`config.mk`:
```
export PLATFORM = sky130hd
export DESIGN_NAME = phlst_div
export DESIGN_NICKNAME = d
export VERILOG_FILES = /design/src/rtl/core/phlst_pkg.sv /design/src/rtl/core/phlst_div.sv
export SDC_FILE = /design/constraint.sdc
export NUM_CORES = 1
export LEC_CHECK = 0
export ABC_CLOCK_PERIOD_IN_PS = 3800
export BUFFER_PORTS_ARGS = -buffer_cell sky130_fd_sc_hd__buf_2
export CORE_MARGIN = 3
export CORE_UTILIZATION = 44
export CTS_CLUSTER_DIAMETER = 120
export DETAILED_ROUTE_END_ITERATION = 16
export PLACE_DENSITY = 0.68
export SLEW_MARGIN = 5
export SYNTH_ARGS = -nofsm -noshare
export SYNTH_HDL_FRONTEND = slang
export SYNTH_SLANG_ARGS = --single-unit
```
`constraint.sdc`:
```
create_clock -name clk_i -period 3.8 [get_ports clk_i]
set_clock_uncertainty 0.15 [all_clocks]
set_input_delay 0.95 -clock clk_i [delete_from_list [all_inputs] [get_ports clk_i]]
set_output_delay 0.95 -clock clk_i [all_outputs]
set_load 0.005 [all_outputs]
```
`src/rtl/core/phlst_pkg.sv`:
```
// Shared constants for the per-hop latency statistics table.
`default_nettype none
package phlst_pkg;
  localparam int RTT_W      = 24;
  localparam int CNT_W      = 16;
  localparam int LOSS_W     = 14;
  localparam int WLEN_W     = 5;
  localparam int HOP_W      = 6;
  localparam int DIV_N_W    = 30;
  localparam int DIV_D_W    = 16;
  localparam int SUM_W      = 29;
  localparam int COUNT_MAX  = 65535;
  localparam int LOSS_SCALE = 10000;
  localparam int WLEN_RESET = 10;
endpackage
`default_nettype wire

```
`src/rtl/core/phlst_div.sv`:
```
// Restoring divider that retires one quotient bit per cycle.
`default_nettype none
module phlst_div (
  input  wire                          clk_i,
  input  wire                          rst_ni,
  input  wire                          start_i,
  input  wire [phlst_pkg::DIV_N_W-1:0] num_i,
  input  wire [phlst_pkg::DIV_D_W-1:0] den_i,
  output logic                         done_o,
  output logic [phlst_pkg::DIV_N_W-1:0] quot_o
);
  import phlst_pkg::*;

  localparam int CW = $clog2(DIV_N_W + 1);

  logic [DIV_N_W-1:0] num_q, num_d;
  logic [DIV_D_W-1:0] den_q;
  logic [DIV_D_W-1:0] rem_q, rem_d;
  logic [CW-1:0]      cnt_q, cnt_d;
  logic               busy_q, busy_d;
  logic               done_q, done_d;
  logic [DIV_D_W:0]   trial;

  // One shift-and-subtract step.
  always_comb begin
    num_d  = num_q;
    rem_d  = rem_q;
    cnt_d  = cnt_q;
    busy_d = busy_q;
    done_d = done_q;
    trial  = {rem_q, num_q[DIV_N_W-1]};
    if (start_i) begin
      busy_d = 1'b1;
      done_d = 1'b0;
      cnt_d  = CW'(DIV_N_W);
      rem_d  = '0;
      num_d  = num_i;
    end else if (busy_q) begin
      if (trial >= {1'b0, den_q}) begin
        rem_d = DIV_D_W'(trial - {1'b0, den_q});
        num_d = {num_q[DIV_N_W-2:0], 1'b1};
      end else begin
        rem_d = trial[DIV_D_W-1:0];
        num_d = {num_q[DIV_N_W-2:0], 1'b0};
      end
      cnt_d = cnt_q - CW'(1);
      if (cnt_q == CW'(1)) begin
        busy_d = 1'b0;
        done_d = 1'b1;
      end
    end
  end

  always_ff @(posedge clk_i or negedge rst_ni) begin
    if (!rst_ni) begin
      busy_q <= 1'b0;
      done_q <= 1'b0;
      cnt_q  <= '0;
    end else begin
      busy_q <= busy_d;
      done_q <= done_d;
      cnt_q  <= cnt_d;
    end
  end

  // Operand registers need no reset.
  always_ff @(posedge clk_i) begin
    num_q <= num_d;
    rem_q <= rem_d;
    if (start_i) begin
      den_q <= den_i;
    end
  end

  assign done_o = done_q;
  assign quot_o = num_q;
endmodule
`default_nettype wire

```
## Yosys cells after proc, flatten, opt, wreduce, memory -nomap -nowiden

Index checks and enable logic that the tools add are counted.

| operators by class | value |
|---|---|
| add/subtract/negate cells | 2 |
| order comparisons | 1 |
| eq/ne operators | 1 |
| mux-type cells | 12 |
| reductions and logical operators | 3 |

Operator list:

| operator | number |
|---|---|
| $mux 30 | 2 |
| $ge 17x16->1 | 1 |
| $mux 16 | 1 |
| $sub 16x16->16 | 1 |
| $mux 5 | 2 |
| $mux 1 | 7 |
| $eq 5x1->1 const B | 1 |
| $sub 5x1->5 const B | 1 |
| $reduce_bool 2->1 | 2 |
| $reduce_and 2->1 | 1 |

| word-level totals | value |
|---|---|
| flip-flop bits (word level) | 69 |
| bits of input ports | 49 |
| output and inout bits | 31 |
| logic and storage cells | 25 |

## Depth between registers and ports, before layout

| depth | value |
|---|---|
| word-level depth | 4 |
| depth in mapped cells | 12 |
| gate-level depth less buffers | 11 |

## Worst setup path after synthesis

No wires, ideal clock.

| timing | value |
|---|---|
| path type | input to register |
| start | input port start_i |
| end | register num_q[0] (netlist: quot_o[0]) (enable) |
| library setup time | 0.385 ns |
| arrival time | 2.251 ns |
| data required time | 3.265 ns |
| setup slack | 1.014 ns |
| cell stages on the path | 4 |
| buffers on the path | 2 |
| cells stage by stage | clkbuf_1 > clkbuf_1 > nor2_1 > inv_1 |

| on the way | value |
|---|---|
| word-level cells in the longest chain between the ends | 1 |

RTL lines:

| element | RTL line | RTL |
|---|---|---|
| from (decl) | phlst_div.sv:6 | `input wire start_i,` |
| $reduce_bool 2->1 (no line) | -- |  |
| to (signal assigned) | phlst_div.sv:68 | `num_q <= num_d;` |
| to (decl) | phlst_div.sv:16 | `logic [DIV_N_W-1:0] num_q, num_d;` |

No other way between the ends.
A chain may end at the register's enable or synchronous reset.

## Worst setup path in the final report

| timing | value |
|---|---|
| start | register num_q[29] (netlist: quot_o[29]) |
| end | register rem_q[14] |

| on the way | value |
|---|---|
| word-level cells in the longest chain between the ends | 2 |
| elaborated cells between the ends (all ways) | 3 |
| classes of those cells | 1 x add/sub; 1 x order compare; 1 x mux |

RTL lines:

| element | RTL line | RTL |
|---|---|---|
| $sub 16x16->16 / $ge 17x16->1 (equally long branches) | phlst_div.sv:40, phlst_div.sv:39 |  |
| $mux 16 (*) | phlst_div.sv:39 | `if (trial >= {1'b0, den_q}) begin` |
| to (signal assigned) | phlst_div.sv:69 | `rem_q <= rem_d;` |
| to (decl) | phlst_div.sv:18 | `logic [DIV_D_W-1:0] rem_q, rem_d;` |

Every way passes the cells marked *; elsewhere a longest branch is shown, timed or not.

==> PnR_summary.wiki <==
{| class="wikitable"
! Metric !! Value
|-
| Mean instance size in the synthesized netlist || 11.39 um2
|-
| Detailed Route WL || 7.439 mm
|-
| Die height || 98.27 um
|-
| IR Drop Worst-Case VDD || 0.2150 mV
|-
| Number of gates on the worst path with buffers counted || 11
|-
| Synth unique cells || 51
|-
| Drt drc || 0
|-
| Post-place instance area || 4210 um2
|-
| Category of the worst setup path launch point || register
|-
| Layout cell share with drive strength beyond 1 || 0.3325
|-
| Die width || 98.27 um
|-
| Gate Count Post-Synth || 329
|-
| Depth of the CTS H-tree || 3
|-
| Area fraction in compound gates after synthesis || 0.1276
|-
| Overflow after GRT || 0
|-
| Setup slack, reg-to-reg || 810 ps
|-
| Post-route antenna net violation count || 0
|-
| Synth Flop Type || sky130_fd_sc_hd__edfxtp_1
|-
| Post-Syn Area || 3746 um2
|-
| Buf/Inv on CP || 2
|-
| Final hold violation count || 0
|-
| Main combinational cell family by area after synthesis || compound AO/OA/AOI/OAI gates
|-
| First-pass GRT wire length || 12.51 mm
|-
| Period Utilization, post-route || 0.7874
|-
| Placement-stage worst setup slack || 842.3 ps
|-
| Beginning of the critical path || quot_o[29]
|-
| Layout net count || 475
|-
| Critical R2R Launch || quot_o[29]
|-
| Proportion of register bits with asynchronous set or reset after synthesis || 0.1014
|-
| Total nets after synthesis || 397
|-
| Total of fill cells in the finished design || 776
|-
| Design area || 4439 um2
|-
| Max Transition Viols Final || 0
|-
| Global-route total usage across every layer || 0.1608
|-
| Critical Path Max Stage Delay || 420 ps
|-
| Detailed Route Iter0 Violations || 144
|-
| Starting Density || 0.4536
|-
| Critical path fanouts, max || 3
|-
| Clock root buffer || sky130_fd_sc_hd__clkbuf_8
|-
| Syn-to-layout area delta || 18.50%
|-
| Global placer's final weighted congestion || 0.9207
|-
| Buffers on Ports || 79
|-
| Core Footprint || 8258 um2
|-
| Ratio of total power to cell area || 575.8 nW/um2
|-
| TritonCTS clock tree || yes
|-
| Setup TNS after final layout || 0 ps
|-
| Number of antenna violations at the first check in global routing || 0
|-
| Pin count of the biggest net entering global routing || 32
|-
| Worst path slowest cell || sky130_fd_sc_hd__fa_1
|-
| Share of the yosys chip area belonging to registers || 0.5010
|-
| Worst-path clk slew || 90 ps
|-
| Actual transition at the worst max-transition pin || 716.2 ps
|-
| Final min period || 2992 ps
|-
| Number of optimization iterations in the first detailed-route pass || 4
|-
| Leading cell types in the layout, fill and taps excluded || 79 x sky130_fd_sc_hd__buf_2, 46 x sky130_fd_sc_hd__edfxtp_1, 33 x sky130_fd_sc_hd__nor2_1, 29 x sky130_fd_sc_hd__mux2_2, 25 x sky130_fd_sc_hd__inv_1
|-
| Unrepaired setup endpoints after global routing || false
|-
| Number of hold-repair buffers added at the cts stage || 0
|-
| Kind of cell adding the most delay to the critical path || compound AO/OA/AOI/OAI gates
|-
| Static power due to leakage || 1.981 nW
|-
| Crit path setup slack, layout || 807.8 ps
|-
| Clock network latency to the later pin of the worst-skew pair || 350 ps
|-
| Sequential cell area || 1877 um2
|-
| Std cell rows || 33
|-
| Number of diodes added for antenna fixing || 0
|-
| Ports || 80
|-
| Nature of the critical path endpoint || register
|-
| Total number of vias || 2639
|-
| TritonCTS sink count || 69
|-
| Total Die Area || 9657 um2
|-
| Multiplexer fraction of the synthesized cell area || 0.1249
|-
| Area share of fa/ha/maj cells after synthesis || 0.06546
|-
| Worst r2r dst || rem_q[14]
|-
| Post-DR wirelength/cell || 14.39 um
|-
| Number of flops mapped to enable cells by yosys || 46
|-
| Sum of net half-perimeters after detailed placement || 5.437 mm
|-
| Cells along the critical path || inv_1 -> ha_1 -> inv_1 -> fa_1 -> a211oi_1 -> o21ai_1 -> a21oi_1 -> a21oi_1 -> o21ai_0 -> or3b_1 -> a311oi_2
|-
| Max cap viols || 0
|-
| Clk buf depth || 2
|-
| Finish-stage setup viols || 0
|-
| Crit path capture || rem_q[14]
|-
| Area used by multi-input combinational logic || 1668 um2
|-
| Leading cell type in the layout, fill and taps excluded || sky130_fd_sc_hd__buf_2
|-
| Setup fix buffers added after clock tree synthesis || 0
|-
| Critical path arrival || 3100 ps
|-
| Type of the worst min-delay path || input port to asynchronous set/reset pin
|-
| Number of global-route vias before repair || 2657
|-
| Outcome || finished, final reports clean
|-
| Post-cts repair resize count || 0
|-
| Number of buffers inserted during clock tree synthesis || 9
|-
| Max-Slew Margin vs Limit || 0.5225
|-
| Vias per inst || 5.104
|-
| Max frequency || 334.2 MHz
|-
| Worst Path Required || 3910 ps
|-
| Area share of and/or/nand/nor cells after synthesis || 0.09686
|-
| Number of storage elements in the synthesis netlist || 69
|-
| Post-synthesis xor/xnor area fraction || 0.03039
|-
| Type of the worst setup path || register to register
|-
| Number of cell instances on the worst register-to-register path || 11
|-
| Synthesis warning total || 0
|}
==> sequential cells by signal (all words and copies together) (netlist names) <==
name,flops
quot_o,30
done_o,1
den_q,16
cnt_q,5
rem_q,16
busy_q,1
==> logic make-up after synthesis <==
family / Yosys count
DFF: 69
muxes: 43
adders and majority gates: 19
buffers and inverters: 43
and+or+nand+nor: 73
xor gates and xnor gates: 13
AOI/OAI and AO/OA: 69
==> area by class of cell <==
cell class,count,area share
Inverter,25,0.02114
Timing Repair Buffer,85,0.09921
Sequential cell,69,0.4228
Clock buffer,9,0.02790
Multi-Input combinational cell,217,0.3757
Clock inverter,7,0.02368
Tap cell,105,0.02959
==> metal layers <==
layer  share of wire  vias up  wire length (um)  GRT usage
met4           0.021        0               156    0.05777
li1                -     1355                 -          -
met5               0        -                 0          0
met1            0.46     1222              3435     0.2109
met2            0.48       47              3585     0.2613
met3           0.035       15               262    0.03786
==> through the flow <==
stage | total power [W] | util | hold WS, ps | instances
final | 0.002556 | 0.5376 | 267.2 | 517
after CTS | 0.002582 | 0.5376 | 257.3 | 517
after floorplan | 0.001703 | - | 301.3 | 329
after global placement | 0.001866 | 0.5098 | 325.6 | 501
after detailed placement | 0.001878 | 0.5098 | 338.7 | 501
after global routing | 0.002724 | 0.5376 | 259.8 | 517
==> worst min path at each step <==
stage	cells after the start	endpoint	slack (ps)	from
6_report	1	cnt_q[0]	270	rst_ni
5_1_grt	1	cnt_q[1]	260	rst_ni
4_1_cts	1	cnt_q[0]	260	rst_ni
3_5_place_dp	2	done_o	340	done_o
3_3_place_gp	2	rem_q[15]	330	rem_q[15]
2_1_floorplan	2	rem_q[2]	300	rem_q[2]
==> Yosys cell counts, drive strengths merged (5+ instances only) <==
library cell | instances | area (um2)
buf | 9 | 73.82
dfxtp | 16 | 320.3
o21ai | 14 | 70.07
nand2b | 5 | 31.28
ha | 18 | 225.2
mux2 | 30 | 337.8
nand2 | 13 | 48.80
nor3 | 5 | 25.02
inv | 25 | 93.84
edfxtp | 46 | 1381
a21oi | 11 | 55.05
a21o | 8 | 67.56
xnor2 | 10 | 87.58
dfrtp | 7 | 175.2
mux2i | 13 | 130.1
nor2 | 33 | 123.9
a211oi | 18 | 135.1
clkbuf | 9 | 33.78
==> report_power, final <==
group	switching, W	leakage, nW	total (W)	internal, W
Combinational	0.000451	1.19	0.000870	0.000419
Sequential	0.0000697	0.679	0.000993	0.000923
Clock	0.000312	0.113	0.000693	0.000381
Total	0.000833	1.98	0.00256	0.00172
Power figures use the tool's default switching activity.
